### config.mk
export PLATFORM = sky130hd
export DESIGN_NAME = utc_calendar_to_epoch_seconds_core
export DESIGN_NICKNAME = d
export VERILOG_FILES = /design/src/hdl/ucte_pkg.sv /design/src/hdl/utc_calendar_to_epoch_seconds_core.sv /design/src/hdl/ucte_month_norm.sv
export SDC_FILE = /design/constraint.sdc
export NUM_CORES = 1
export LEC_CHECK = 0
export ABC_AREA = 1
export BUFFER_PORTS_ARGS = -buffer_cell sky130_fd_sc_hd__buf_2
export CAP_MARGIN = 15
export CORE_MARGIN = 4
export CORE_UTILIZATION = 36
export CTS_BUF_LIST = sky130_fd_sc_hd__clkbuf_16
export CTS_CLUSTER_DIAMETER = 80
export DETAILED_ROUTE_END_ITERATION = 8
export PLACE_DENSITY_LB_ADDON = 0.3
export SLEW_MARGIN = 15
export SYNTH_ARGS = -nofsm -noshare
export SYNTH_HDL_FRONTEND = slang
export SYNTH_SLANG_ARGS = --single-unit
### constraint.sdc
create_clock -name aclk -period 10.5 [get_ports aclk]
set_input_delay 1.05 -clock aclk [delete_from_list [all_inputs] [get_ports aclk]]
set_output_delay 1.05 -clock aclk [all_outputs]
set_load 0.01 [all_outputs]
### src/hdl/ucte_pkg.sv
// ----------------------------------------------------------------------------
// ucte_pkg - shared types and constants for the calendar to epoch converter
// Widths of the pipeline words, the normalized date word and the table of
// days before each month in a non-leap year.
// ----------------------------------------------------------------------------
package ucte_pkg;

    localparam int YEAR_W  = 12;  // signed normalized year, -11..1033
    localparam int MON_W   = 4;   // normalized month, 0..11
    localparam int MDAY_W  = 10;  // signed day offset in year, -1..364
    localparam int YDAY_W  = 21;  // signed 365 * (year - 70)
    localparam int LEAP_W  = 12;  // signed leap day correction
    localparam int DAYS_W  = 21;
    localparam int HOURS_W = 26;
    localparam int MINS_W  = 32;
    localparam int SECS_W  = 38;
    localparam int OUT_W   = 36;

    typedef struct packed {
        logic signed [YEAR_W-1:0] year;
        logic        [MON_W-1:0]  month;
        logic signed [YEAR_W-1:0] feb_year;
    } norm_t;

    function automatic logic [8:0] days_before_month(input logic [MON_W-1:0] m);
        logic [8:0] d;
        case (m)
            4'd0:    d = 9'd0;
            4'd1:    d = 9'd31;
            4'd2:    d = 9'd59;
            4'd3:    d = 9'd90;
            4'd4:    d = 9'd120;
            4'd5:    d = 9'd151;
            4'd6:    d = 9'd181;
            4'd7:    d = 9'd212;
            4'd8:    d = 9'd243;
            4'd9:    d = 9'd273;
            4'd10:   d = 9'd304;
            4'd11:   d = 9'd334;
            default: d = 9'd0;
        endcase
        return d;
    endfunction

endpackage

### src/hdl/utc_calendar_to_epoch_seconds_core.sv
// Throughput: one word per cycle; each stage holds only while the one after
// it is full and stalled, so bubbles close up under backpressure.
// Reset: synchronous, active low; clears the stage valid bits only.
// Stages: month fold, leap divisions, day sum, x24, x60, x60 and clamp.
// ----------------------------------------------------------------------------
// utc_calendar_to_epoch_seconds_core - broken-down UTC time to epoch seconds
// Six-stage pipeline; totals below zero come out as -1.
// ----------------------------------------------------------------------------
module utc_calendar_to_epoch_seconds_core (
    input  logic                              aclk,
    input  logic                              aresetn,
    input  logic                              s_valid,
    output logic                              s_ready,
    input  logic [5:0]                        s_second,
    input  logic [5:0]                        s_minute,
    input  logic [4:0]                        s_hour,
    input  logic [4:0]                        s_day_of_month,
    input  logic signed [7:0]                 s_month_index,
    input  logic [9:0]                        s_years_since_1900,
    output logic                              m_valid,
    input  logic                              m_ready,
    output logic signed [ucte_pkg::OUT_W-1:0] m_epoch_seconds
);
    import ucte_pkg::*;

    localparam int NSTG = 6;

    logic [NSTG-1:0] vld_reg;
    logic [NSTG-1:0] vld_next;
    logic [NSTG-1:0] stg_rdy;

    // stage payload registers
    norm_t                    norm_next;
    norm_t                    norm_reg;
    logic [5:0]               sec_reg   [NSTG-1];
    logic [5:0]               min_reg   [NSTG-2];
    logic [4:0]               hr_reg    [NSTG-3];
    logic [4:0]               mday_reg;
    logic signed [MDAY_W-1:0] md_reg;
    logic signed [MDAY_W-1:0] md_next;
    logic signed [YDAY_W-1:0] yd_reg;
    logic signed [YDAY_W-1:0] yd_next;
    logic signed [LEAP_W-1:0] leap_reg;
    logic signed [LEAP_W-1:0] leap_next;
    logic signed [DAYS_W-1:0] days_reg;
    logic signed [DAYS_W-1:0] days_next;
    logic signed [HOURS_W-1:0] hours_reg;
    logic signed [HOURS_W-1:0] hours_next;
    logic signed [MINS_W-1:0] mins_reg;
    logic signed [MINS_W-1:0] mins_next;
    logic signed [OUT_W-1:0]  out_reg;
    logic signed [OUT_W-1:0]  out_next;

    // leap correction terms
    logic signed [YEAR_W-1:0] div4_arg;
    logic signed [YEAR_W-1:0] div100_arg;
    logic [YEAR_W-1:0]        div400_arg;
    logic [YEAR_W-1:0]        abs4;
    logic [YEAR_W-1:0]        abs100;
    logic [22:0]              prod100;
    logic [22:0]              prod400;
    logic signed [YEAR_W-1:0] q4;
    logic signed [YEAR_W-1:0] q100;
    logic signed [YEAR_W-1:0] q400;
    logic signed [YEAR_W-1:0] yoff;
    logic signed [SECS_W-1:0] secs;

    ucte_month_norm u_norm (
        .month_index      (s_month_index),
        .years_since_1900 (s_years_since_1900),
        .norm             (norm_next)
    );

    // ready ripples back from the output; a stage advances when it is empty
    // or the stage after it advances
    always_comb begin
        stg_rdy[NSTG-1] = !vld_reg[NSTG-1] || m_ready;
        for (int i = NSTG - 2; i >= 0; i--) begin
            stg_rdy[i] = !vld_reg[i] || stg_rdy[i+1];
        end
        vld_next = vld_reg;
        if (stg_rdy[0]) begin
            vld_next[0] = s_valid;
        end
        for (int i = 1; i < NSTG; i++) begin
            if (stg_rdy[i]) begin
                vld_next[i] = vld_reg[i-1];
            end
        end
    end

    assign s_ready         = stg_rdy[0];
    assign m_valid         = vld_reg[NSTG-1];
    assign m_epoch_seconds = out_reg;

    // stage 2: truncating divisions by 4, 100 and 400 plus the year and day terms
    always_comb begin
        div4_arg   = norm_reg.feb_year - YEAR_W'(69);
        div100_arg = norm_reg.feb_year - YEAR_W'(1);
        div400_arg = YEAR_W'(norm_reg.feb_year + YEAR_W'(299));
        abs4       = div4_arg[YEAR_W-1] ? YEAR_W'(-div4_arg) : YEAR_W'(div4_arg);
        abs100     = div100_arg[YEAR_W-1] ? YEAR_W'(-div100_arg) : YEAR_W'(div100_arg);
        // x / 100 as x * 1311 >> 17, x / 400 as x * 1311 >> 19
        prod100    = 23'(abs100) * 23'd1311;
        prod400    = 23'(div400_arg) * 23'd1311;
        q4         = div4_arg[YEAR_W-1] ? -YEAR_W'(abs4 >> 2) : YEAR_W'(abs4 >> 2);
        q100       = div100_arg[YEAR_W-1] ? -YEAR_W'(prod100[22:17])
                                          : YEAR_W'(prod100[22:17]);
        q400       = YEAR_W'(prod400[22:19]);
        leap_next  = q4 - q100 + q400;
        yoff       = norm_reg.year - YEAR_W'(70);
        yd_next    = YDAY_W'(yoff) * YDAY_W'(365);
        md_next    = MDAY_W'(days_before_month(norm_reg.month))
                   + MDAY_W'(mday_reg) - MDAY_W'(1);
    end

    always_comb begin
        days_next  = yd_reg + DAYS_W'(leap_reg) + DAYS_W'(md_reg);
        hours_next = HOURS_W'(days_reg) * HOURS_W'(24) + HOURS_W'(hr_reg[2]);
        mins_next  = MINS_W'(hours_reg) * MINS_W'(60) + MINS_W'(min_reg[3]);
        secs       = SECS_W'(mins_reg) * SECS_W'(60) + SECS_W'(sec_reg[4]);
        // clamp anything before the epoch to -1
        out_next   = secs[SECS_W-1] ? '1 : secs[OUT_W-1:0];
    end

    always_ff @(posedge aclk) begin
        if (!aresetn) begin
            vld_reg <= '0;
        end else begin
            vld_reg <= vld_next;
        end
    end

    always_ff @(posedge aclk) begin
        if (stg_rdy[0]) begin
            norm_reg   <= norm_next;
            mday_reg   <= s_day_of_month;
            sec_reg[0] <= s_second;
            min_reg[0] <= s_minute;
            hr_reg[0]  <= s_hour;
        end
        if (stg_rdy[1]) begin
            md_reg     <= md_next;
            yd_reg     <= yd_next;
            leap_reg   <= leap_next;
            sec_reg[1] <= sec_reg[0];
            min_reg[1] <= min_reg[0];
            hr_reg[1]  <= hr_reg[0];
        end
        if (stg_rdy[2]) begin
            days_reg   <= days_next;
            sec_reg[2] <= sec_reg[1];
            min_reg[2] <= min_reg[1];
            hr_reg[2]  <= hr_reg[1];
        end
        if (stg_rdy[3]) begin
            hours_reg  <= hours_next;
            sec_reg[3] <= sec_reg[2];
            min_reg[3] <= min_reg[2];
        end
        if (stg_rdy[4]) begin
            mins_reg   <= mins_next;
            sec_reg[4] <= sec_reg[3];
        end
        if (stg_rdy[5]) begin
            out_reg    <= out_next;
        end
    end

endmodule

### src/hdl/ucte_month_norm.sv
// ----------------------------------------------------------------------------
// ucte_month_norm - month normalization
// Folds a signed month into 0..11 with truncating division by twelve,
// carries whole years into the year and derives the February year.
// ----------------------------------------------------------------------------
module ucte_month_norm (
    input  logic signed [7:0]  month_index,
    input  logic        [9:0]  years_since_1900,
    output ucte_pkg::norm_t    norm
);
    import ucte_pkg::*;

    logic [7:0]               mon_abs;
    logic [14:0]              quot_prod;
    logic [3:0]               quot_abs;
    logic [3:0]               rem_abs;
    logic [7:0]               twelve_q;
    logic signed [YEAR_W-1:0] carry;
    logic [MON_W-1:0]         month;
    logic signed [YEAR_W-1:0] year;

    always_comb begin
        mon_abs   = month_index[7] ? 8'(-month_index) : 8'(month_index);
        // x / 12 as x * 171 >> 11, exact for x up to 128
        quot_prod = 15'(mon_abs) * 15'd171;
        quot_abs  = quot_prod[14:11];
        twelve_q  = 8'(quot_abs) * 8'd12;
        rem_abs   = 4'(mon_abs - twelve_q);
        if (!month_index[7]) begin
            month = rem_abs;
            carry = YEAR_W'(quot_abs);
        end else if (rem_abs == 4'd0) begin
            month = 4'd0;
            carry = -YEAR_W'(quot_abs);
        end else begin
            // borrow one year for a negative remainder
            month = 4'd12 - rem_abs;
            carry = -YEAR_W'(quot_abs) - YEAR_W'(1);
        end
        year          = YEAR_W'(years_since_1900) + carry;
        norm.year     = year;
        norm.month    = month;
        norm.feb_year = (month > 4'd1) ? year + YEAR_W'(1) : year;
    end

endmodule

==> results of run 1 <==
worst max-delay path, delay by kind of cell (launching register included):
| family | cells | cell delay (ns) |
|---|---|---|
| xor+xnor | 2 | 0.48 |
| flops | 1 | 0.42 |
| simple gates | 21 | 2.26 |
| buf+inv | 11 | 1.00 |
| fa+ha+maj | 11 | 4.01 |
| compound gates | 5 | 0.94 |
timing repair:
action,4_1_cts,5_1_grt
resized for setup,0,1
hold buffers,0,0
endpoints found under the setup margin,0,2
setup buffers,0,2
metal layers:
layer,share of wire,vias up
met2,0.48,403
met1,0.46,11900
met5,0,-
met3,0.040,76
met4,0.020,0
li1,-,13400
layout make-up:
class / instances / area, sq um / area share
diodes: 1 / 2.50 / 0.0000684
clock inverters: 26 / 190 / 0.00520
flip-flops and latches: 275 / 8110 / 0.222
repair buffers: 94 / 503 / 0.0138
clock buffers: 35 / 876 / 0.0240
well taps: 1243 / 1560 / 0.0425
multi-input cells: 3000 / 22400 / 0.614
inverters: 770 / 2890 / 0.0791
synth_stat cells (3+ instances only):
master and instances:
a211oi_1 5, a21boi_0 5, a21o_1 17, a21oi_1 185, a31oi_1 4, and2_1 3
buf_6 8, clkbuf_1 3, dfxtp_1 15, edfxtp_1 260, fa_1 273, ha_1 448
inv_1 768, nand2_1 883, nand2_2 10, nand3_1 214, nand3b_1 44, nand4_1 75
nor2_1 343, nor2_2 13, nor3_1 44, nor3b_1 3, nor4_1 11, o2111ai_1 3
o211ai_1 7, o21a_1 9, o21ai_0 116, o21bai_1 14, o31ai_1 3, or2_2 8
xnor2_1 66, xor2_1 168, xor2_2 4
cells by family (layout without fill, tap and decap cells):
family	count (synthesis)	in the layout	synth area share
other	0	1	0
flip-flops	275	275	0.242
XOR/XNOR	239	239	0.0637
AND/OR/NAND/NOR	1659	1659	0.211
AO/OA/AOI/OAI	381	381	0.0632
buffers and inverters	783	925	0.0896
adder cells (fa/ha/maj)	721	721	0.330
worst paths after layout:
kind / from / end / cells after the start
max: norm_reg[0] / leap_reg[11] / 50
min: hr_reg[0][1] / hr_reg[0][6] / 0
max reg2reg: norm_reg[0] / leap_reg[11] / 50
min reg2reg: hr_reg[0][1] / hr_reg[0][6] / 0
stage by stage:
stage	hold WS (ns)	setup WS [ns]	utilization
global route	0.422	0.249	0.397
CTS	0.416	0.835	0.397
global placement	0.401	1.13	0.385
finish	0.414	1.14	0.397
detailed placement	0.405	0.862	0.385
floorplan	0.400	1.82	-
==> results.json, run 1 <==
{
  "status": "completed",
  "top_usage_layer": "met2",
  "post-route-min-period_ns": 9.36,
  "clk_pin_slew_ns": 0.05,
  "avgSynthCellArea_sq_um": 8.26,
  "first_iter_violations": 1349,
  "clockBufferDepth": 3,
  "worstPathArrival_ns": 9.65,
  "syn2layout_area_growth_pct": 9.05,
  "layout.cells.non_filler": 5444,
  "drt-wirelength-per-cell_um": 14.3,
  "worstSetupEndpointType": "flip-flop",
  "h-tree-depth": 2,
  "clock_sinks": 275,
  "slowest_delay_ns": 0.55,
  "layout_common_cells": "883 x nand2_1, 776 x inv_1, 448 x ha_1",
  "fmax_ghz": 0.107,
  "nFillCells": 9430,
  "final-setup-viol-count": 0,
  "synth_area_leaders": "edfxtp_1 23%, ha_1 17%, fa_1 16%",
  "synthFlopType": "edfxtp_1",
  "initial_core_util": 0.364,
  "path_max_fanout": 6,
  "clockRootBuffer": "clkbuf_16",
  "synth_cells": 4058,
  "vias": 25700,
  "track_usage": 0.160,
  "tightest_slew_ns": 1.10,
  "relSlewSlack": 0.258,
  "die_x_um": 313,
  "drtPass1Iterations": 7,
  "synth_top_area_cell": "edfxtp_1",
  "insertion_delay_ns": 0.54,
  "nets": 4941,
  "io_buffer_count": 81,
  "cp_common_cell": "nand2_1",
  "criticalPathCategory": "reg -> reg",
  "finalSetupTns_ns": 0,
  "drcViolationCount": 0,
  "gp_congestion": 0.877,
  "ys_types": 53,
  "grt_pass1_wl_um": 129000,
  "synth_edf_count": 260,
  "synth_top_area_frac": 0.233,
  "cts_buffers": 35,
  "slew_viol_final": 0,
  "min_period_over_period": 0.891,
  "rrSetupSlack_ns": 1.14,
  "overflow": 0,
  "finClkSkew_ns": 0.0262,
  "cts_tree": "yes",
  "die-area_sq_um": 98100,
  "ios": 82,
  "largest_reg_flops": 36,
  "synthesis.area_sq_um": 33500,
  "grt_max_degree": 61,
  "grtUsageMet1": 0.213,
  "antenna_found_initial": 1,
  "dp_hpwl_um": 67900,
  "yosys_warnings": 0,
  "asyncSetResetFlopFracSynth": 0,
  "grt_pass1_vias": 25400,
  "synth-seq-cells": 275,
  "crit_path_top_delay_cell": "fa_1",
  "viasPerCell": 4.73,
  "required_ns": 10.79,
  "grtUsageMet2": 0.279,
  "finalHoldViolations": 0,
  "synthesis.nets": 4823,
  "ys_seq_area_frac": 0.242,
  "met3_usage": 0.0220,
  "final_common_cell": "nand2_1",
  "design_area_sq_um": 36600,
  "row_count": 111,
  "core_sq_um": 92100,
  "cp-start-kind": "flip-flop",
  "min_path_type": "reg -> reg",
  "place_area_sq_um": 35500,
  "die_height_um": 313,
  "layout-drive-gt1-share": 0.0455,
  "dpl.cell_count": 5380,
  "rsz0062_at_grt": "false",
  "drv_cap": 0,
  "ant_nets": 0,
  "wirelength_um": 78000
}
Power of run 1 is not shown: default switching activity piles up to over one toggle a cycle in this logic, so the estimate is an artifact.
==> inputs of run 2 (changes only) <==
CORE_MARGIN = not set   (was 4)
==> run 2 against run 1 <==
Cell count hardly changed. Setup slack worse by 0.19 ns. Critical endpoint unchanged. Largest cell class unchanged. Highest routed layer unchanged. First-iteration DRC count is 13% higher.
==> results.json, run 2 (synthesis results as in run 1) <==
{
  "row_count": 111,
  "post-route-min-period_ns": 9.55,
  "finClkSkew_ns": 0.0167,
  "worstSetupEndpointType": "flip-flop",
  "drv_cap": 0,
  "multi_input_area_sq_um": 22400,
  "cp-start-kind": "flip-flop",
  "regArea_sq_um": 8110,
  "clock_sinks": 275,
  "slowest_delay_ns": 0.57,
  "slew_viol_final": 0,
  "finalHoldViolations": 0,
  "drt-wirelength-per-cell_um": 14.3,
  "first_iter_violations": 1524,
  "h-tree-depth": 2,
  "grt_max_degree": 61,
  "initial_core_util": 0.365,
  "status": "completed",
  "clockBufferDepth": 3,
  "core_sq_um": 91900,
  "syn2layout_area_growth_pct": 9.29,
  "largest_reg_flops": 36,
  "nFillCells": 9525,
  "finalSetupTns_ns": 0,
  "required_ns": 10.80,
  "worstPathArrival_ns": 9.85,
  "vias": 25700,
  "rsz0062_at_grt": "false",
  "die_x_um": 307,
  "layout-drive-gt1-share": 0.0472,
  "crit_family": "adder cells",
  "dp_hpwl_um": 67400,
  "min_path_type": "reg -> reg",
  "viasPerCell": 4.73,
  "antenna_found_initial": 2,
  "grt_pass1_vias": 26100,
  "die-area_sq_um": 94400,
  "wirelength_um": 77600,
  "min_period_over_period": 0.909,
  "final-setup-viol-count": 0,
  "track_usage": 0.170,
  "relSlewSlack": 0.448,
  "layout_common_cells": "883 x nand2_1, 767 x inv_1, 448 x ha_1",
  "drtPass1Iterations": 5,
  "antenna_cells": 0,
  "grt_pass1_wl_um": 130000,
  "insertion_delay_ns": 0.54,
  "overflow": 0,
  "cts_buffers": 35,
  "final_common_cell": "nand2_1",
  "nets": 4939,
  "io_buffer_count": 81,
  "clk_pin_slew_ns": 0.05,
  "clockRootBuffer": "clkbuf_16",
  "criticalPathCategory": "reg -> reg",
  "crit_buf_inv": 12,
  "crit_path_top_delay_cell": "edfxtp_1",
  "die_height_um": 307,
  "cts_tree": "yes",
  "gp_congestion": 0.907,
  "drcViolationCount": 0,
  "ios": 82,
  "path_max_fanout": 9,
  "ant_nets": 0,
  "tightest_slew_ns": 0.824,
  "post-cts-setup-buffers": 0,
  "fmax_ghz": 0.105
}
## run 2: cell types whose count changed in the layout (fill, tap and decap cells not counted), moves of 2 or more
| cell | before | now |
|---|---|---|
| clkinvlp_4 | 1 | 4 |
| clkbuf_16 | 35 | 37 |
| bufinv_16 | 2 | 4 |
| clkinv_2 | 3 | 8 |
| inv_1 | 776 | 767 |
| clkinv_4 | 4 | 0 |
| buf_4 | 13 | 11 |
## run 2: area by class of cell
| class | instances | share of cell area |
|---|---|---|
| Sequential cell | 275 | 0.221 |
| Clock inverter | 24 | 0.00649 |
| Inverter | 770 | 0.0789 |
| Tap cell | 1243 | 0.0424 |
| Timing Repair Buffer | 92 | 0.0133 |
| Clock buffer | 37 | 0.0253 |
| Multi-Input combinational cell | 3000 | 0.612 |
## run 2: stage by stage
step	setup WS [ns]	hold WS [ns]	cells	cell area, sq um	util
after CTS	0.859	0.410	5441	36600	0.398
after floorplan	1.82	0.400	4058	33500	-
after global routing	0.0441	0.418	5441	36600	0.399
final	0.951	0.412	5441	36600	0.399
after detailed placement	0.890	0.405	5380	35500	0.386
after global placement	1.11	0.401	5380	35500	0.386
## run 2: path summary, 6_finish.rpt
kind / from / end / slack, ns / depth (start not counted)
worst max-delay path: norm_reg[0] / leap_reg[11] / 0.95 / 49
worst min-delay path: hr_reg[0][11] / hours_reg[1] / 0.41 / 0
worst max register to register: norm_reg[0] / leap_reg[11] / 0.95 / 49
worst min register to register: hr_reg[0][11] / hours_reg[1] / 0.41 / 0
## run 2: worst register-to-register path, delay by kind of cell (launching register included)
kind            cells  cell delay [ns]
compound gates      7             1.42
xor+xnor            2             0.53
fa+ha+maj          10             3.75
buf+inv            12             1.17
flops               1             0.57
simple gates       18             1.90
## run 2: repair_timing
| item | CTS | global route |
|---|---|---|
| hold buffers | 0 | 0 |
| setup endpoints to repair | 0 | 2 |
| gates resized for setup | 0 | 1 |
## run 2: per-layer routing
layer / up-vias / part of all wire / global-route usage
li1: 13300 / - / -
met1: 11900 / 0.47 / 0.224
met2: 410 / 0.48 / 0.299
met3: 82 / 0.034 / 0.0182
met4: 0 / 0.017 / 0.0355
met5: - / 0 / 0
Power of run 2 is left out for the same reason.
